==> src/bb3_pkg.sv <==
// Package with the shared constants, item types and divider tables of the 3x3 box blur.
`timescale 1ns / 1ps

package bb3_pkg;

	localparam int MAX_WIDTH  = 2048;
	localparam int MAX_HEIGHT = 4096;

	localparam int COL_W = $clog2(MAX_WIDTH);
	localparam int ROW_W = $clog2(MAX_HEIGHT) + 1;

	localparam int FW_W  = 12;
	localparam int FH_W  = 13;
	localparam int CFG_W = 13;
	localparam int IDX_W = 1;

	localparam logic [IDX_W-1:0] REG_FRAME_WIDTH  = 1'b0;
	localparam logic [IDX_W-1:0] REG_FRAME_HEIGHT = 1'b1;

	localparam logic [FW_W-1:0] RESET_WIDTH  = 12'd640;
	localparam logic [FH_W-1:0] RESET_HEIGHT = 13'd480;

	localparam int CH_W  = 8;
	localparam int PIX_W = 3 * CH_W;
	localparam int MEM_W = 2 * PIX_W;

	localparam int SUM_W       = 12;
	localparam int NUM_W       = 13;
	localparam int RECIP_W     = 18;
	localparam int RECIP_SHIFT = 18;
	localparam int PROD_W      = NUM_W + RECIP_W;

	localparam int FIFO_DEPTH = 8;
	localparam int FIFO_AW    = $clog2(FIFO_DEPTH);
	localparam int CNT_W      = FIFO_AW + 1;

	typedef logic [PIX_W-1:0] pixel_t;
	typedef logic [2:0][PIX_W-1:0] column_t;

	typedef struct packed {
		logic            action;
		logic [CH_W-1:0] in_red;
		logic [CH_W-1:0] in_green;
		logic [CH_W-1:0] in_blue;
	} in_item_t;

	typedef struct packed {
		logic [CH_W-1:0] out_red;
		logic [CH_W-1:0] out_green;
		logic [CH_W-1:0] out_blue;
		logic            frame_end;
	} out_item_t;

	typedef struct packed {
		logic up_ok;
		logic down_ok;
		logic left_ok;
		logic right_ok;
	} tap_mask_t;

	typedef struct packed {
		logic             valid;
		logic             drain;
		pixel_t           pix;
		logic [COL_W-1:0] col;
		logic             emit;
		logic             row_end;
		tap_mask_t        mask;
		logic             frame_end;
	} s1_ctrl_t;

	typedef struct packed {
		logic                  valid;
		logic [2:0][SUM_W-1:0] sum;
		tap_mask_t             mask;
		logic                  frame_end;
	} sum_t;

	function automatic logic [3:0] tap_count(input tap_mask_t m);
		logic [1:0] nr;
		logic [1:0] nc;
		nr = 2'd1 + 2'(m.up_ok) + 2'(m.down_ok);
		nc = 2'd1 + 2'(m.left_ok) + 2'(m.right_ok);
		return 4'(nr) * 4'(nc);
	endfunction

	// Reciprocal of twice the tap count, rounded up, scaled by 2**RECIP_SHIFT.
	function automatic logic [RECIP_W-1:0] recip(input logic [3:0] n);
		logic [RECIP_W-1:0] r;
		case (n)
			4'd1:    r = 18'd131072;
			4'd2:    r = 18'd65536;
			4'd3:    r = 18'd43691;
			4'd4:    r = 18'd32768;
			4'd6:    r = 18'd21846;
			4'd9:    r = 18'd14564;
			default: r = '0;
		endcase
		return r;
	endfunction

endpackage

==> src/bb3_avg.sv <==
// Rounded division of the channel sums by the tap count through a reciprocal multiply.
`timescale 1ns / 1ps

module bb3_avg import bb3_pkg::*; (
	input  logic      clk,
	input  logic      arst_n,
	input  sum_t      sum_s2,
	output logic      res_valid,
	output out_item_t res_item
);

	logic [3:0]              n;
	logic [RECIP_W-1:0]      rcp;
	logic [2:0][PROD_W-1:0]  prod_c;
	logic [2:0][PROD_W-1:0]  prod_s3;
	logic                    valid_s3;
	logic                    frame_end_s3;

	assign n   = tap_count(sum_s2.mask);
	assign rcp = recip(n);

	always_comb begin
		for (int k = 0; k < 3; k++) begin
			prod_c[k] = PROD_W'({sum_s2.sum[k], 1'b0} + NUM_W'(n)) * PROD_W'(rcp);
		end
	end

	always_ff @(posedge clk) begin
		prod_s3      <= prod_c;
		frame_end_s3 <= sum_s2.frame_end;
	end

	always_ff @(posedge clk or negedge arst_n) begin
		if (!arst_n) begin
			valid_s3 <= 1'b0;
		end else begin
			valid_s3 <= sum_s2.valid;
		end
	end

	assign res_valid          = valid_s3;
	assign res_item.out_red   = prod_s3[0][RECIP_SHIFT +: CH_W];
	assign res_item.out_green = prod_s3[1][RECIP_SHIFT +: CH_W];
	assign res_item.out_blue  = prod_s3[2][RECIP_SHIFT +: CH_W];
	assign res_item.frame_end = frame_end_s3;

endmodule
==> config.mk <==
export PLATFORM = sky130hd
export DESIGN_NAME = bb3_avg
export DESIGN_NICKNAME = d
export VERILOG_FILES = /design/src/bb3_pkg.sv /design/src/bb3_avg.sv
export SDC_FILE = /design/constraint.sdc
export NUM_CORES = 1
export LEC_CHECK = 0
export ABC_AREA = 1
export ABC_CLOCK_PERIOD_IN_PS = 1200
export BUFFER_PORTS_ARGS = -buffer_cell sky130_fd_sc_hd__clkbuf_2
export CAP_MARGIN = 20
export CORE_MARGIN = 2
export CORE_UTILIZATION = 40
export CTS_BUF_LIST = sky130_fd_sc_hd__clkbuf_4
export CTS_CLUSTER_SIZE = 25
export DETAILED_ROUTE_END_ITERATION = 10
export GPL_ROUTABILITY_DRIVEN = 0
export PLACE_DENSITY = 0.6
export SLEW_MARGIN = 20
export SYNTH_ARGS = -nofsm -noshare
export SYNTH_HDL_FRONTEND = slang
export SYNTH_SLANG_ARGS = --single-unit
export TNS_END_PERCENT = 10
==> constraint.sdc <==
create_clock -name clk -period 1.2 [get_ports clk]
set_input_delay 0.24 -clock clk [delete_from_list [all_inputs] [get_ports clk]]
set_output_delay 0.24 -clock clk [all_outputs]
set_load 0.1 [all_outputs]
==> metrics list, run 1 <==
- The flow ran to the end, but the final reports show violations.
* Failing checks: setup timing
* Critical path class: primary input to flip-flop
- Number of storage elements in the synthesis netlist: 26
* Pin count of the biggest net entering global routing: 19
- Cell count after placement: 3659
- On the critical path the largest part of the delay comes from adder cells.
- After detailed routing, the met2 layer carries 30090 microns of wire.
- Total routing resource utilization after global routing: 24.74%
- Capture point of the critical path: res_item[3]$_DFF_P_
* Cell area after technology mapping: 19930 sq um
* TritonCTS clock tree: done
- Cell row count: 81
- Counting I/O delays and the setup requirement, the final critical path takes 6.754 ns.
- Unique masters post-synth: 43
- Sequential-to-total area share from yosys stat: 2.637%
* Remaining Overflow, GRT: 0
- Cell count after synthesis: 2413
* RSZ-0062 raised after global routing: true
- Data on the critical path is required at its endpoint by 1.62 ns.
* 1st-pass router iterations: 5
- The first routing iteration left 1036 violations.
* Post-Place Cell Area: 25480 sq um
* Die extent in x: 227.2 microns
* Max-capacitance violation count: 0
- Routed Antenna Nets: 0
- Count of unresolved DRC violations after routing: 0
- From synthesis to final layout, the design area changed by 36.36%.
* WP buf/inv: 10
- After detailed routing, the number of vias per cell comes to 4.789.
- The hold violation total from the final report was 0.
* Slowest stage delay, CP: 0.59 ns
- HPWL after DPL: 54020 microns
* Nature of the critical path endpoint: flip-flop
- The detailed router placed 17760 vias in this run.
* Fraction of final layout cells with drive strength greater than 1: 31.96%
- Worst-case hold slack: 0.02508 ns
- The slowest stage of the critical path belongs to the cell sky130_fd_sc_hd__fa_1.
* Sum of met3 wire segment lengths after detailed routing: 3423 microns
- Htree depth: 1
- Via count of the first global-routing pass: 19530
* Number of buffers inserted during clock tree synthesis: 3
* Total power of the final layout: 58.84 mW
- Areal power density over the cells: 2166 nW/um^2
* Area inside the core boundary: 49050 sq um
- Leak Pwr: 14.96 nW
* Post-layout instance area: 27170 sq um
- Effective utilization at floorplan: 40.62%
* Sort of element at the start of the critical path: primary input
- In the final routed layout, each cell accounts on average for 16.47 microns.
- The worst hold path belongs to the class primary input to asynchronous set/reset pin.
- CP startpoint: sum_s2[1]
- Final setup slack of the worst path: -5.554 ns
- In this run the worst path has a maximum fanout of 4.
* Antenna violations before repair: 4
* M1 WL: 24660 microns
* # fillers: 4402
- In the final timing run, aggregate negative setup slack is -131.91 ns.
* Final routed wirelength across all metal layers: 61060 microns
* Endpoint arrival time on the critical path: 7.17 ns
- The count of pins over their slew limit came to 0.
- After layout, the worst path uses 562.9% of the clock period.
- Clk root buf: sky130_fd_sc_hd__clkbuf_4
- Clock slew at the register clock pins of the worst setup and hold paths: 0.27 ns
* Highest attainable clock frequency: 0.1481 GHz
- Input and output buffers added on the ports amount to 69.
* Height of the die: 227.2 microns
* Top layer reached by signal wires: met5
- Number of setup violations in the final report: 50
* YS warnings: 0
* Final core utilization: 55.39%
- Worst ir drop on vdd: 0.003480 V
- Number of primary I/O pins: 70
- Net count of the finished layout: 3776
- Before CTS, the worst setup slack after placement is -6.409 ns.
* Maximum buffer depth of the clock tree: 2
* Total number of cells along the worst setup path: 36
- CTS saw 26 sinks.
- The first global-routing pass estimated 98990 microns of wire.
- Averaged over all synthesized cells, the footprint is 8.258 sq um.
- The die covers 51620 sq um.
- Finished Layout Cells: 3708
sequential cells by signal, indices dropped and copies added, names as in the netlist:
| register | cells |
|---|---|
| res_valid | 1 |
| res_item | 24 |
| frame_end_s3 | 1 |
area by class of cell:
class	instances	area (sq um)	area share [%]
repair buffers	634	5072	18.67
multi-input cells	1650	17900	65.87
clock inverters	1	30.03	0.1105
clock buffers	3	22.52	0.08289
diodes	3	7.507	0.02763
flip-flops and latches	26	559.3	2.058
well taps	664	830.8	3.058
inverters	727	2751	10.13
synth_stat cells:
library cell / count / area (sq um)
sky130_fd_sc_hd__nand3_1: 64 / 320.3
sky130_fd_sc_hd__inv_2: 5 / 18.77
sky130_fd_sc_hd__nand2_1: 339 / 1272
sky130_fd_sc_hd__nor2_4: 1 / 11.26
sky130_fd_sc_hd__nor4_1: 4 / 25.02
sky130_fd_sc_hd__o211ai_1: 4 / 30.03
sky130_fd_sc_hd__conb_1: 2 / 7.510
sky130_fd_sc_hd__a31o_2: 1 / 8.760
sky130_fd_sc_hd__nor2_1: 262 / 983.4
sky130_fd_sc_hd__nand4_1: 20 / 125.1
sky130_fd_sc_hd__a31oi_1: 4 / 25.02
sky130_fd_sc_hd__o21bai_2: 1 / 11.26
sky130_fd_sc_hd__o21ai_0: 37 / 185.2
sky130_fd_sc_hd__nand2b_1: 1 / 6.260
sky130_fd_sc_hd__a21oi_1: 67 / 335.3
sky130_fd_sc_hd__clkbuf_1: 15 / 56.30
sky130_fd_sc_hd__a21o_1: 19 / 142.6
sky130_fd_sc_hd__inv_1: 721 / 2706
sky130_fd_sc_hd__nand2_2: 7 / 43.79
sky130_fd_sc_hd__nor3_2: 2 / 20.02
sky130_fd_sc_hd__a22oi_1: 1 / 7.510
sky130_fd_sc_hd__and2_1: 1 / 6.260
sky130_fd_sc_hd__buf_2: 4 / 20.02
sky130_fd_sc_hd__buf_1: 3 / 11.26
sky130_fd_sc_hd__o21ai_1: 6 / 30.03
sky130_fd_sc_hd__o211a_1: 1 / 10.01
sky130_fd_sc_hd__a211o_1: 1 / 8.760
sky130_fd_sc_hd__a21boi_0: 2 / 15.01
sky130_fd_sc_hd__xor2_1: 31 / 271.5
sky130_fd_sc_hd__o21bai_1: 16 / 120.1
sky130_fd_sc_hd__dfxtp_1: 25 / 500.5
sky130_fd_sc_hd__fa_1: 472 / 9449
sky130_fd_sc_hd__a211oi_1: 4 / 30.03
sky130_fd_sc_hd__buf_4: 1 / 7.510
sky130_fd_sc_hd__o31ai_4: 1 / 21.27
sky130_fd_sc_hd__ha_1: 218 / 2728
sky130_fd_sc_hd__xnor2_1: 18 / 157.7
sky130_fd_sc_hd__nor3_1: 19 / 95.09
sky130_fd_sc_hd__clkinv_1: 1 / 3.750
sky130_fd_sc_hd__dfrtp_1: 1 / 25.02
sky130_fd_sc_hd__nand3b_1: 3 / 22.52
sky130_fd_sc_hd__nor2_2: 3 / 18.77
sky130_fd_sc_hd__or2_2: 5 / 31.28
cells in the final DEF, fill, tap and decap left out, types with 24 or more instances in the layout:
master	count
sky130_fd_sc_hd__clkbuf_2	40
sky130_fd_sc_hd__ha_1	183
sky130_fd_sc_hd__nand2_1	284
sky130_fd_sc_hd__buf_4	553
sky130_fd_sc_hd__nor2_1	185
sky130_fd_sc_hd__nand3_1	59
sky130_fd_sc_hd__dfxtp_2	24
sky130_fd_sc_hd__xor2_1	27
sky130_fd_sc_hd__buf_12	30
sky130_fd_sc_hd__nor2_4	29
sky130_fd_sc_hd__inv_2	47
sky130_fd_sc_hd__inv_1	671
sky130_fd_sc_hd__ha_4	32
sky130_fd_sc_hd__a21oi_1	54
sky130_fd_sc_hd__nor2_2	52
sky130_fd_sc_hd__nand2_2	48
sky130_fd_sc_hd__fa_1	451
power breakdown:
group	total [mW]	internal, mW	switching (mW)
Sequential	1.91	1.54	0.365
Combinational	56.0	25.1	31.0
Clock	0.920	0.337	0.582
Total	58.8	26.9	31.9
worst min-delay path by stage:
stage / start / end / slack (ns)
floorplan: arst_n / res_valid$_DFF_PN0_ / -0.06
global placement: arst_n / res_valid$_DFF_PN0_ / 0.01
detailed placement: arst_n / res_valid$_DFF_PN0_ / 0.02
CTS: arst_n / res_valid$_DFF_PN0_ / 0.001
global route: arst_n / res_valid$_DFF_PN0_ / 0.02
finish: arst_n / res_valid$_DFF_PN0_ / 0.03
routing by layer:
metal	global-route usage [%]	vias up
met4	9.677	4
met5	0	-
met2	43.36	523
met1	30.87	8739
li1	-	8312
met3	3.433	179
cell families after synthesis:
| kind of cell | after synthesis | share of synthesized area, % |
|---|---|---|
| other | 2 | 0.03769 |
| AND/OR/NAND/NOR | 731 | 14.96 |
| adder cells (fa/ha/maj) | 690 | 61.11 |
| flip-flops | 26 | 2.637 |
| AO/OA/AOI/OAI | 165 | 4.923 |
| buffers and inverters | 750 | 14.17 |
| XOR/XNOR | 49 | 2.154 |
timing repair:
item                                    in CTS  in global routing
buffers inserted                            23                 17
resized for setup                          220                155
pin swaps                                   88                 76
endpoints found under the setup margin      50                 50
hold buffers                                 3                  0
endpoints found under the hold margin        3                  0
No activity file was read; power rests on OpenSTA's default activity.
==> inputs of run 2 (changes only) <==
- ABC_CLOCK_PERIOD_IN_PS: 1200 -> 6300
- clock period: 1.2 -> 6.3 ns (I/O delays scaled with it)
==> run 2 against run 1 <==
Compared with the run above:
- the run still ends with setup timing left
- first-iteration DRC count barely moved
- via count fell by 1.6%
- power fell by 83%
- final area fell by 4.6%
- non-clock buffer count fell by 35
- worst setup slack improved by 4.1 ns
- combinational power fell by 83%
- worst hold slack improved by 0.46 ns
- routed wire length fell by 1.3%
- sequential share of layout area barely moved
- global-route usage fell by 0.30 points
- core utilization fell by 2.5 points
- largest cell class unchanged
- largest power group unchanged
==> metrics list, run 2 (synthesis results as in run 1) <==
- Final setup slack of the worst path: -1.479 ns
- The initialized floorplan defines 81 standard-cell rows.
- In this run the power density over the cells is 384.1 nW/um^2.
- Pin count of the biggest net entering global routing: 27
* Htree depth: 1
* Number of buffers added to fix hold violations after cts: 0
- Vias per cell: 4.759
* Die extent in x: 227.2 microns
- The setup path with the least slack is of type primary input to flip-flop.
* Leading cell type in the layout, fill and taps excluded: sky130_fd_sc_hd__inv_1
- Max transition margin: 63.26%
- No sink is reached through more buffers than the 2 on the longest clock path.
* Peak fanout along the critical path: 12
- Number of buffer cells added on primary ports: 69
- Net count of the finished layout: 3741
* Max-capacitance violation count: 0
* Hold violation total from the final report: 0
- For met3 alone, demand over resource in global routing was 3.240%.
- Global-route wire length before repair: 97510 microns
- For the worst setup path, the data arrival time is 8.20 ns.
- Final core utilization: 52.87%
* Slowest CP cell: sky130_fd_sc_hd__fa_1
- RSZ-0062 raised after global routing: true
- The wire-length estimate of the detail-placed layout is 54030 microns.
- Area of combinational cells with multiple inputs: 17410 sq um
- The region available for standard cell placement spans 49050 sq um.
- Once detail routing completed, the nets flagged for antenna violations numbered 0.
* Final worst path period need: 7.779 ns
* Failing checks: setup timing
- Top cell by count, worst path: sky130_fd_sc_hd__fa_1
- The cell family contributing the most delay on the critical path is adder cells.
- Routed WL per cell: 16.41 microns
- Effective utilization at floorplan: 40.62%
- The min-delay analysis places its worst path in the category primary input to asynchronous set/reset pin.
- For this block, the routed nets add up to 60270 microns of wire.
- Count of unresolved DRC violations after routing: 0
- In the global route stage, met1 resource usage came out at 31.10%.
- Fraction of final layout cells with drive strength greater than 1: 26.88%
- Height of the die: 227.2 microns
- Clk root buf: sky130_fd_sc_hd__clkbuf_4
* Gr busiest metal: met2
- Slew @ Worst Pin: 0.5534 ns
* TritonCTS clock tree: done
- Routed via count: 17480
- The layout has 4587 filler cells.
* Leak Pwr: 14.61 nW
- The tree built by TritonCTS fans out to 26 sinks.
* Required time of the critical path: 6.72 ns
* WP buf/inv: 10
* Synthesis-to-finish area growth: 30.15%
- Total routing resource utilization after global routing: 24.44%
* Total power of the final layout: 9.962 mW
* Sort of element at the start of the critical path: primary input
- The finished layout holds 3672 standard cells, fillers aside.
- M2 GR Usage: 43.13%
- The number of clock buffers added by TritonCTS is 3.
- Slowest stage delay, CP: 0.55 ns
* Outcome: finished, violations left
* Die Area: 51620 sq um
- The register with the most flip-flops in the layout has 24 of them.
* Antenna violations before repair: 3
- Number of setup violations in the final report: 24
- Tcrit/Tclk final: 123.5%
- Via count of the first global-routing pass: 19250
- Tracing the worst setup path back leads to its startpoint at sum_s2[4].
- The library cells used most frequently in the layout, excluding fill and tap cells, are sky130_fd_sc_hd__inv_1 (690), sky130_fd_sc_hd__buf_4 (525), sky130_fd_sc_hd__fa_1 (463), sky130_fd_sc_hd__nand2_1 (311), sky130_fd_sc_hd__nor2_1 (210).
- Based on the critical path, the design can be clocked at up to 0.1285 GHz.
- STA classifies the critical path endpoint as a flip-flop.
- Area of all sequential standard cells: 525.5 sq um
- Including well taps, the total number of placed cells is 3647.
- After clock tree synthesis, the clock-pin slew on the worst setup and hold paths is 0.28 ns.
- 1st-iter DRT viols: 1035
- For this design the top-level I/O count stands at 70.
* Worst ir drop on vdd: 0.0005772 V
- 1st-pass router iterations: 6
* Final max-slew violation count: 0
- Summed over all layers, the global routing overflow is 0.
## run 2: area by class of cell
class,count,area share [%]
clock buffers,3,0.08684
clock inverters,1,0.01447
flip-flops and latches,26,2.026
repair buffers,599,16.94
diodes,2,0.01930
multi-input cells,1650,67.14
well taps,664,3.204
inverters,727,10.56
## run 2: per-stage QoR
| stage | TNS (ns) | instance area [sq um] | setup WS [ns] | hold slack [ns] |
|---|---|---|---|---|
| floorplan | -32.46 | 20040 | -1.478 | 0.9644 |
| global placement | -49.27 | 25010 | -2.266 | 1.034 |
| detailed placement | -51.78 | 25010 | -2.378 | 1.038 |
| CTS | -32.07 | 25480 | -1.450 | 0.4608 |
| global route | -39.65 | 25930 | -1.788 | 0.4602 |
| finish | -33.19 | 25930 | -1.479 | 0.4874 |
## run 2: timing repair
item,in CTS,in global routing
setup endpoints to repair,24,24
cloned,0,0
gates resized for setup,95,106
setup buffers,11,8
pin swaps,53,48
## run 2: worst max-delay path by stage
| stage | endpoint | slack, ns | cells after the start |
|---|---|---|---|
| final | res_item[24]$_DFF_P_ | -1.48 | 33 |
| after global routing | res_item[13]$_DFF_P_ | -1.79 | 39 |
| after CTS | res_item[13]$_DFF_P_ | -1.45 | 37 |
| after detailed placement | res_item[13]$_DFF_P_ | -2.38 | 42 |
| after global placement | res_item[13]$_DFF_P_ | -2.27 | 42 |
| after floorplan | res_item[23]$_DFF_P_ | -1.48 | 39 |
## run 2: layer usage
metal | wire (microns) | vias to the layer above
li1 | - | 8237
met1 | 24700 | 8574
met2 | 30130 | 543
met3 | 3328 | 119
met4 | 2097 | 2
met5 | 13 | -
## run 2: report_power, final
part	switching (mW)	total (mW)	internal, mW
logic	5.51	9.54	4.04
clock network	0.0972	0.121	0.0235
registers	0.0237	0.297	0.273
total	5.63	9.96	4.33
