<file path="config.mk">
export PLATFORM = sky130hd
export DESIGN_NAME = bb3_ctrl
export DESIGN_NICKNAME = d
export VERILOG_FILES = /design/src/bb3_pkg.sv /design/src/bb3_ctrl.sv
export SDC_FILE = /design/constraint.sdc
export NUM_CORES = 1
export LEC_CHECK = 0
export BUFFER_PORTS_ARGS = -buffer_cell sky130_fd_sc_hd__buf_2
export CAP_MARGIN = 20
export CORE_ASPECT_RATIO = 0.6
export CORE_MARGIN = 5
export CORE_UTILIZATION = 57
export DETAILED_ROUTE_END_ITERATION = 6
export GPL_ROUTABILITY_DRIVEN = 0
export HOLD_SLACK_MARGIN = 0.1
export PLACE_DENSITY = 0.77
export SYNTH_ARGS = -nofsm -noshare
export SYNTH_HDL_FRONTEND = slang
export SYNTH_SLANG_ARGS = --single-unit
</file>
<file path="constraint.sdc">
create_clock -name clk -period 4.2 [get_ports clk]
set_input_delay 0.84 -clock clk [delete_from_list [all_inputs] [get_ports clk]]
set_output_delay 0.84 -clock clk [all_outputs]
set_load 0.01 [all_outputs]
</file>
<file path="src/bb3_pkg.sv">
// Package with the shared constants, item types and divider tables of the 3x3 box blur.
`timescale 1ns / 1ps

package bb3_pkg;

	localparam int MAX_WIDTH  = 2048;
	localparam int MAX_HEIGHT = 4096;

	localparam int COL_W = $clog2(MAX_WIDTH);
	localparam int ROW_W = $clog2(MAX_HEIGHT) + 1;

	localparam int FW_W  = 12;
	localparam int FH_W  = 13;
	localparam int CFG_W = 13;
	localparam int IDX_W = 1;

	localparam logic [IDX_W-1:0] REG_FRAME_WIDTH  = 1'b0;
	localparam logic [IDX_W-1:0] REG_FRAME_HEIGHT = 1'b1;

	localparam logic [FW_W-1:0] RESET_WIDTH  = 12'd640;
	localparam logic [FH_W-1:0] RESET_HEIGHT = 13'd480;

	localparam int CH_W  = 8;
	localparam int PIX_W = 3 * CH_W;
	localparam int MEM_W = 2 * PIX_W;

	localparam int SUM_W       = 12;
	localparam int NUM_W       = 13;
	localparam int RECIP_W     = 18;
	localparam int RECIP_SHIFT = 18;
	localparam int PROD_W      = NUM_W + RECIP_W;

	localparam int FIFO_DEPTH = 8;
	localparam int FIFO_AW    = $clog2(FIFO_DEPTH);
	localparam int CNT_W      = FIFO_AW + 1;

	typedef logic [PIX_W-1:0] pixel_t;
	typedef logic [2:0][PIX_W-1:0] column_t;

	typedef struct packed {
		logic            action;
		logic [CH_W-1:0] in_red;
		logic [CH_W-1:0] in_green;
		logic [CH_W-1:0] in_blue;
	} in_item_t;

	typedef struct packed {
		logic [CH_W-1:0] out_red;
		logic [CH_W-1:0] out_green;
		logic [CH_W-1:0] out_blue;
		logic            frame_end;
	} out_item_t;

	typedef struct packed {
		logic up_ok;
		logic down_ok;
		logic left_ok;
		logic right_ok;
	} tap_mask_t;

	typedef struct packed {
		logic             valid;
		logic             drain;
		pixel_t           pix;
		logic [COL_W-1:0] col;
		logic             emit;
		logic             row_end;
		tap_mask_t        mask;
		logic             frame_end;
	} s1_ctrl_t;

	typedef struct packed {
		logic                  valid;
		logic [2:0][SUM_W-1:0] sum;
		tap_mask_t             mask;
		logic                  frame_end;
	} sum_t;

	function automatic logic [3:0] tap_count(input tap_mask_t m);
		logic [1:0] nr;
		logic [1:0] nc;
		nr = 2'd1 + 2'(m.up_ok) + 2'(m.down_ok);
		nc = 2'd1 + 2'(m.left_ok) + 2'(m.right_ok);
		return 4'(nr) * 4'(nc);
	endfunction

	// Reciprocal of twice the tap count, rounded up, scaled by 2**RECIP_SHIFT.
	function automatic logic [RECIP_W-1:0] recip(input logic [3:0] n);
		logic [RECIP_W-1:0] r;
		case (n)
			4'd1:    r = 18'd131072;
			4'd2:    r = 18'd65536;
			4'd3:    r = 18'd43691;
			4'd4:    r = 18'd32768;
			4'd6:    r = 18'd21846;
			4'd9:    r = 18'd14564;
			default: r = '0;
		endcase
		return r;
	endfunction

endpackage

</file>
<file path="src/bb3_ctrl.sv">
// Frame registers, raster counters and per-item control for the box blur.
`timescale 1ns / 1ps

module bb3_ctrl import bb3_pkg::*; (
	input  logic             clk,
	input  logic             arst_n,
	input  logic             cfg_wr_en,
	input  logic [IDX_W-1:0] cfg_index,
	input  logic [CFG_W-1:0] cfg_data,
	input  logic             accept,
	input  in_item_t         item,
	output logic             rd_en,
	output logic [COL_W-1:0] rd_addr,
	output logic             emit_s0,
	output s1_ctrl_t         ctrl_s1
);

	logic [FW_W-1:0]  fw_q;
	logic [FH_W-1:0]  fh_q;
	logic [COL_W-1:0] ic_q;
	logic [ROW_W-1:0] ir_q;
	logic [COL_W-1:0] oc_q;
	logic [ROW_W-1:0] or_q;

	logic [FW_W-1:0]  eff_w;
	logic [FH_W-1:0]  eff_h;
	logic             complete;
	logic             live;
	logic             emit_end;
	logic             emit_mid;
	logic             emit;
	logic             fend;
	logic [FW_W-1:0]  ic_next;
	logic [FW_W-1:0]  oc_next;
	tap_mask_t        mask;

	always_comb begin
		if (fw_q == '0) begin
			eff_w = FW_W'(1);
		end else if (32'(fw_q) > MAX_WIDTH) begin
			eff_w = FW_W'(MAX_WIDTH);
		end else begin
			eff_w = fw_q;
		end
		if (fh_q == '0) begin
			eff_h = FH_W'(1);
		end else if (32'(fh_q) > MAX_HEIGHT) begin
			eff_h = FH_W'(MAX_HEIGHT);
		end else begin
			eff_h = fh_q;
		end
	end

	assign complete = 32'(ir_q) >= 32'(eff_h);
	assign live     = accept && (item.action == complete);
	assign emit_end = (ic_q == '0) && (ir_q >= ROW_W'(2));
	assign emit_mid = (ic_q != '0) && (ir_q >= ROW_W'(1));
	assign emit     = emit_end || emit_mid;
	assign ic_next  = FW_W'(ic_q) + FW_W'(1);
	assign oc_next  = FW_W'(oc_q) + FW_W'(1);

	assign mask.up_ok    = or_q != '0;
	assign mask.down_ok  = (32'(or_q) + 32'd1) < 32'(eff_h);
	assign mask.left_ok  = oc_q != '0;
	assign mask.right_ok = oc_next < eff_w;

	assign fend = emit && (32'(or_q) + 32'd1 == 32'(eff_h)) && (oc_next == eff_w);

	assign rd_en   = live;
	assign rd_addr = ic_q;
	assign emit_s0 = live && emit;

	always_ff @(posedge clk or negedge arst_n) begin
		if (!arst_n) begin
			fw_q <= RESET_WIDTH;
			fh_q <= RESET_HEIGHT;
			ic_q <= '0;
			ir_q <= '0;
			oc_q <= '0;
			or_q <= '0;
		end else if (cfg_wr_en) begin
			case (cfg_index)
				REG_FRAME_WIDTH: begin
					fw_q <= cfg_data[FW_W-1:0];
					ic_q <= '0;
					ir_q <= '0;
					oc_q <= '0;
					or_q <= '0;
				end
				REG_FRAME_HEIGHT: begin
					fh_q <= cfg_data[FH_W-1:0];
					ic_q <= '0;
					ir_q <= '0;
					oc_q <= '0;
					or_q <= '0;
				end
				default: begin
				end
			endcase
		end else if (live) begin
			if (ic_next >= eff_w) begin
				ic_q <= '0;
				ir_q <= ir_q + ROW_W'(1);
			end else begin
				ic_q <= ic_next[COL_W-1:0];
			end
			if (fend) begin
				ic_q <= '0;
				ir_q <= '0;
				oc_q <= '0;
				or_q <= '0;
			end else if (emit) begin
				if (oc_next >= eff_w) begin
					oc_q <= '0;
					or_q <= or_q + ROW_W'(1);
				end else begin
					oc_q <= oc_next[COL_W-1:0];
				end
			end
		end
	end

	always_ff @(posedge clk or negedge arst_n) begin
		if (!arst_n) begin
			ctrl_s1 <= '0;
		end else begin
			ctrl_s1.valid     <= live;
			ctrl_s1.drain     <= item.action;
			ctrl_s1.pix       <= {item.in_red, item.in_green, item.in_blue};
			ctrl_s1.col       <= ic_q;
			ctrl_s1.emit      <= emit;
			ctrl_s1.row_end   <= emit_end;
			ctrl_s1.mask      <= mask;
			ctrl_s1.frame_end <= fend;
		end
	end

	a_frame_end_clears: assert property (@(posedge clk) disable iff (!arst_n)
		(live && fend) |=> (ir_q == '0 && ic_q == '0 && or_q == '0 && oc_q == '0))
		else $error("Counters not cleared after the last result of a frame.");

	a_row_bound: assert property (@(posedge clk) disable iff (!arst_n)
		32'(ir_q) <= 32'(eff_h) + 32'd2)
		else $error("Input row counter ran past the drain rows.");

endmodule

</file>
==> results of run 1 <==
-- registers in the layout (all words and copies together), names as in the netlist --
| name | flops |
|---|---|
| fw_q | 12 |
| oc_q | 11 |
| ctrl_s1 | 44 |
| rd_addr | 11 |
| ir_q | 13 |
| or_q | 13 |
| fh_q | 13 |
-- final timing paths --
kind	to	slack (ps)
worst max-delay path	ir_q[12]	190
worst min-delay path	ctrl_s1[17]	510
worst max register to register	ir_q[12]	190
worst min register to register	ctrl_s1[17]	510
max in group asynchronous	rd_addr[3]	2790
min in group asynchronous	ctrl_s1[20]	520
-- metal layers --
metal | vias up | GRT usage | wire, um | part of all wire
met5 | - | 0 | 0 | 0
met4 | 0 | 0.0687 | 185 | 0.011
met3 | 22 | 0.0667 | 1200 | 0.073
met2 | 212 | 0.381 | 7340 | 0.45
met1 | 2541 | 0.362 | 7720 | 0.47
li1 | 2421 | - | - | -
-- per-stage QoR --
step | total power [mW] | instance area [um2] | hold WS [ps]
after floorplan | 1.54 | 6320 | 433
after global placement | 1.69 | 6990 | 471
after detailed placement | 1.72 | 6990 | 493
after CTS | 3.23 | 7610 | 513
after global routing | 3.35 | 7640 | 503
final | 3.24 | 7640 | 510
-- what timing repair did --
action | 4_1_cts | 5_1_grt
buffers inserted | 1 | 2
setup endpoints to repair | 1 | 20
pin swaps | 1 | 2
resized for setup | 0 | 3
hold endpoints to repair | 0 | 0
-- synthesized netlist by cell type, types with 6 or more instances --
library cell    n
clkbuf_1       15
o21ai_0        20
nand3_1        27
ha_1           59
mux2i_1         6
nor2_1         24
xnor2_1        19
or3b_2          7
and3_1         15
a21o_1         10
xor2_1         10
a21oi_1        37
dfrtp_1       111
mux2_2         24
nor3_1          9
nor2b_1         9
nand4_1        16
nor4_1         11
inv_1          22
a22o_1          9
nand2b_1       10
dfstp_2         6
nand2_1        73
-- cells by family after synthesis --
| family | count (synthesis) |
|---|---|
| buf+inv | 43 |
| mux | 30 |
| flops | 117 |
| simple gates | 226 |
| fa+ha+maj | 59 |
| compound gates | 105 |
| xor+xnor | 29 |
-- cell usage in the layout, fill, tap and decap left out, types with 6 or more instances in the layout --
cell type and n:
nor3_1 9, nand2b_1 10, and3_1 15, inv_1 22
nand3_1 27, dfrtp_1 109, a21o_1 10, or3b_2 7
nand4_1 16, nor4_1 11, nand2_1 73, buf_2 98
a21oi_1 37, xor2_1 10, buf_4 14, mux2_2 24
o21ai_0 20, nor2b_1 9, xnor2_1 19, dfstp_2 6
mux2i_1 6, a22o_1 9, clkbuf_16 17, nor2_1 24
ha_1 59
-- final cells by class --
cell class | instances | area, um2 | area share
Sequential cell | 117 | 2940 | 0.385
Inverter | 24 | 90.1 | 0.0118
Clock buffer | 19 | 443 | 0.0580
Tap cell | 139 | 174 | 0.0228
Multi-Input combinational cell | 449 | 3230 | 0.422
Clock inverter | 13 | 171 | 0.0224
Timing Repair Buffer | 112 | 596 | 0.0780
-- worst max-delay path, stage by stage, from the launching register on --
cell,delay (ps)
dfrtp_1,420
ha_1,250
and3_1,210
and3_1,230
nand3_1,110
xnor2_1,170
ha_1,310
nand4_1,110
or2_1,290
or4_4,550
a2111oi_4,350
nor2_2,150
o31ai_4,320
buf_4,190
nand3_1,100
mux2i_1,140
-- power groups by stage --
stage	clock network (mW)	logic [mW]	registers, mW
2_1_floorplan	0	0.264	1.27
3_3_place_gp	0	0.420	1.27
3_5_place_dp	0	0.442	1.27
4_1_cts	1.52	0.454	1.26
5_1_grt	1.58	0.507	1.26
6_report	1.52	0.461	1.26
==> impl_metrics.yaml, run 1 <==
run_status:
  outcome: "complete, no violations"
hold_path:
  hold_path.startpoint: "rd_addr[10]"
  min_delay_path_depth: 0
  hold_class: "reg2reg"
timing:
  hold_viol_final: 0
  final.min_clock_period_ps: 4010
  tns_ps: 0
  slew_violations: 0
  setup_slack_ps: 191
  max-slew-margin-rel: 0.439
  period_share: 0.954
  tightest_slew_ps: 841
  max_freq_mhz: 249
  clock_skew_ps: 9.94
  finalSetupViolCount: 0
  rsz0062_at_grt: "no"
pwr:
  p_per_area_mw_per_mm2: 424
  internal-power_mw: 2.34
  clockPowerShare: 0.469
  combPwrFrac: 0.142
  p_seq_frac: 0.389
  switching_share: 0.277
  p_sw_mw: 0.895
  peakVddDrop_uv: 336
  p_leak_nw: 3.81
setup_path:
  r2r-start: "oc_q[1]"
  critPathKind: "reg2reg"
  critPathRequiredTime_ps: 4510
  critPathMaxFanout: 5
  cp.arrival_ps: 4310
  critPathLaunchType: "register"
  reg2reg_depth: 15
  crit_start: "oc_q[1]"
  cp-end-kind: "register"
die:
  dieWidth_um: 146
  rows: 29
  start_util: 0.591
  fp.dieH_um: 91.6
  num_io_pins: 100
  dieArea_mm2: 0.0134
  core-area_mm2: 0.0107
placement:
  dp.cells: 837
  pre_cts_slack_ps: 68.6
  numPortBuffers: 99
  hpwl_um: 12000
yosys:
  synth_compound_area_frac: 0.114
  synth_flop_cell: "dfrtp_1"
  synth_top_family_by_area: "simple AND/OR/NAND/NOR gates"
  synth_seq_cells: 117
  synthArstFlopShare: 1.00
  syn_nets: 711
  synth_xor_area_frac: 0.0402
  synth_area_mm2: 0.00632
  synthSimpleGateAreaFrac: 0.187
  yosysTopAreaCell: "dfrtp_1"
  synth.top_cell.area_share: 0.439
  synth_edf_count: 0
  yosysSeqAreaShare: 0.464
  synth.avg_cell_area_um2: 10.4
  synthAdderAreaFrac: 0.117
  ys_warn_count: 0
  syn_inst: 609
  synth_area_leaders: "dfrtp_1 (44%), ha_1 (12%), nand2_1 (4.3%)"
  synthDistinctLibCells: 55
  synth_mux_area_frac: 0.0522
routing:
  drt-initial-drc-count: 476
  ant_nets: 0
  drc: 0
  vias: 5196
  first_pass_iters: 5
  wl_per_cell_um: 18.8
  drt-total-wl_um: 16400
  viasPerCell: 5.95
clock_tree:
  clock_latency_ps: 420
  clock_path_buffers: 2
  root_buffer: "clkbuf_16"
  clk_pin_slew_ps: 60
  cts_tree: "done"
  cts_buffers: 17
  htreeDepth: 4
  clock_sinks: 117
  holdBufCountCts: 0
run:
  cap_violations: 0
grt:
  grt_pass1_wl_um: 26700
  antenna_found_initial: 0
  grtUsageTotal: 0.252
  grt_max_degree: 69
  overflow: 0
  grt_pass1_vias: 5030
finish:
  utilization: 0.714
  layout-drive-gt1-share: 0.263
  stdcell_count: 873
  final_net_count: 823
  antennaDiodeCount: 0
  fillers: 756
  area_delta_synth_final_pct: 20.8
No activity file was read; power rests on OpenSTA's default activity.
==> run 2, diff against run 1 <==
Settings changed: CELL_PAD_IN_SITES_DETAIL_PLACEMENT set to 1, CELL_PAD_IN_SITES_GLOBAL_PLACEMENT set to 1, CORE_UTILIZATION 57 to 45, PLACE_DENSITY 0.77 to 0.78.
==> impl_metrics.yaml, run 2 (synthesis results as in run 1) <==
setup_path:
  max_stage_delay_ps: 560
  reg2reg_depth: 16
  cp-end-kind: "register"
  r2r-start: "oc_q[1]"
  cp_top_family: "simple AND/OR/NAND/NOR gates"
  critPathLaunchType: "register"
  cp.arrival_ps: 4430
  r2r-end: "ir_q[7]"
  crit_start: "oc_q[1]"
  regToRegSetupSlack_ps: 130
  endpoint: "ir_q[7]"
  critPathKind: "reg2reg"
  cp_slowest_cell: "or4_4"
  critPathRequiredTime_ps: 4550
  crit_cells: 16
  path_cells: "ha_2, and3_1, and3_1, nand3_1, xnor2_1, ha_1, nand4_1, or2_1, or4_4, a2111oi_4, buf_4, nor2_4, o41ai_4, buf_4, nand4_1, nand2_1"
  critPathBufInv: 2
  critPathMaxFanout: 5
timing:
  tightest_slew_ps: 721
  hold_ws_ps: 358
  setup_slack_ps: 127
  max_freq_mhz: 246
  finalSetupViolCount: 0
  max-slew-margin-rel: 0.520
  slew_violations: 0
  hold_viol_final: 0
  period_share: 0.970
  clock_skew_ps: 11.2
  final.min_clock_period_ps: 4070
pwr:
  p_per_area_mw_per_mm2: 417
  p_seq_frac: 0.388
  p_sw_mw: 0.919
  combPwrFrac: 0.148
  internal-power_mw: 2.33
  peakVddDrop_uv: 289
  switching_share: 0.283
  power_mw: 3.25
  clockPowerShare: 0.464
  p_leak_nw: 3.84
grt:
  overflow: 0
  antenna_found_initial: 0
  grt_pass1_vias: 5576
  grtUsageTotal: 0.235
  grt_pass1_wl_um: 30400
  grt_max_degree: 87
routing:
  drt-initial-drc-count: 261
  drt-total-wl_um: 18900
  drc: 0
  vias: 5214
  first_pass_iters: 5
  viasPerCell: 5.61
  met3_length_um: 1150
  wl_per_cell_um: 20.4
  ant_nets: 0
  wl_met1_um: 8750
  wl_met2_um: 8760
  highest_layer: "met4"
die:
  dieArea_mm2: 0.0166
  rows: 33
  fp.dieH_um: 102
  start_util: 0.461
  core-area_mm2: 0.0137
  num_io_pins: 100
  dieWidth_um: 163
clock_tree:
  clk_pin_slew_ps: 60
  htreeDepth: 4
  cts_tree: "done"
  clock_path_buffers: 2
  clock_latency_ps: 420
  clock_sinks: 117
  root_buffer: "clkbuf_16"
  cts_buffers: 17
  holdBufCountCts: 0
finish:
  final_cell_mix: "dfrtp_1 (109), buf_2 (98), nand2_1 (73), ha_1 (58), a21oi_1 (37)"
  layout-drive-gt1-share: 0.273
  multiInputGateArea_mm2: 0.00326
  ff_latch_area_mm2: 0.00294
  antennaDiodeCount: 0
  layout_commonest_cell: "dfrtp_1"
  largest_register_ffs: 44
  fillers: 1515
  regMostFlops: "ctrl_s1"
  area_delta_synth_final_pct: 23.0
  final_net_count: 827
run_status:
  outcome: "complete, no violations"
placement:
  hpwl_um: 13800
  pre_cts_slack_ps: 30.7
  numPortBuffers: 99
run:
  cap_violations: 0
hold_path:
  hold_class: "in2async"
-- run 2: how the worst min path moves through the flow --
stage / startpoint / endpoint / slack (ps) / cells past startpoint
floorplan: rd_addr[5] / ctrl_s1[12] / 430 / 0
global placement: rd_addr[1] / ctrl_s1[8] / 480 / 0
detailed placement: rd_addr[1] / ctrl_s1[8] / 480 / 0
CTS: rd_addr[10] / ctrl_s1[17] / 500 / 0
global route: arst_n / ctrl_s1[27] / 370 / 1
finish: arst_n / ctrl_s1[27] / 360 / 1
-- run 2: worst register-to-register path: cells and delay by family, from the launching register on --
kind / cells / cell delay [ps]
AOI/OAI and AO/OA: 2 / 630
and+or+nand+nor: 9 / 1780
DFF: 1 / 440
buffers and inverters: 2 / 410
adders and majority gates: 2 / 570
xor gates and xnor gates: 1 / 180
-- run 2: power groups by stage --
stage	clock network [mW]	registers, mW	logic [mW]
finish	1.50	1.26	0.481
global route	1.58	1.27	0.539
CTS	1.52	1.26	0.472
detailed placement	0	1.28	0.462
global placement	0	1.27	0.433
floorplan	0	1.27	0.264
-- run 2: cell type report --
cell class                 instances  share of cell area
tap                              192              0.0309
multi-input combinational        449               0.419
timing repair buffer             116              0.0830
sequential                       117               0.378
clock inverter                    14              0.0233
clock buffer                      17              0.0547
inverter                          24              0.0116
-- run 2: metrics by stage --
step | util | cell area, um2 | std cells | setup TNS (ps)
after floorplan | - | 6320 | 609 | 0
after global placement | 0.515 | 7060 | 891 | 0
after detailed placement | 0.515 | 7060 | 891 | 0
after CTS | 0.560 | 7680 | 923 | 0
after global routing | 0.567 | 7780 | 929 | -182
final | 0.567 | 7780 | 929 | 0
-- run 2: layer usage --
layer  global-route usage  up-vias
met1                0.321     2610
met2                0.377      151
met4               0.0702        0
li1                     -     2429
met5                    0        -
met3               0.0584       24
-- run 2: what timing repair did --
action,in CTS,in global routing
pin swaps,1,2
cloned,0,0
setup endpoints to repair,8,28
buffers inserted,1,5
gates resized for setup,3,6
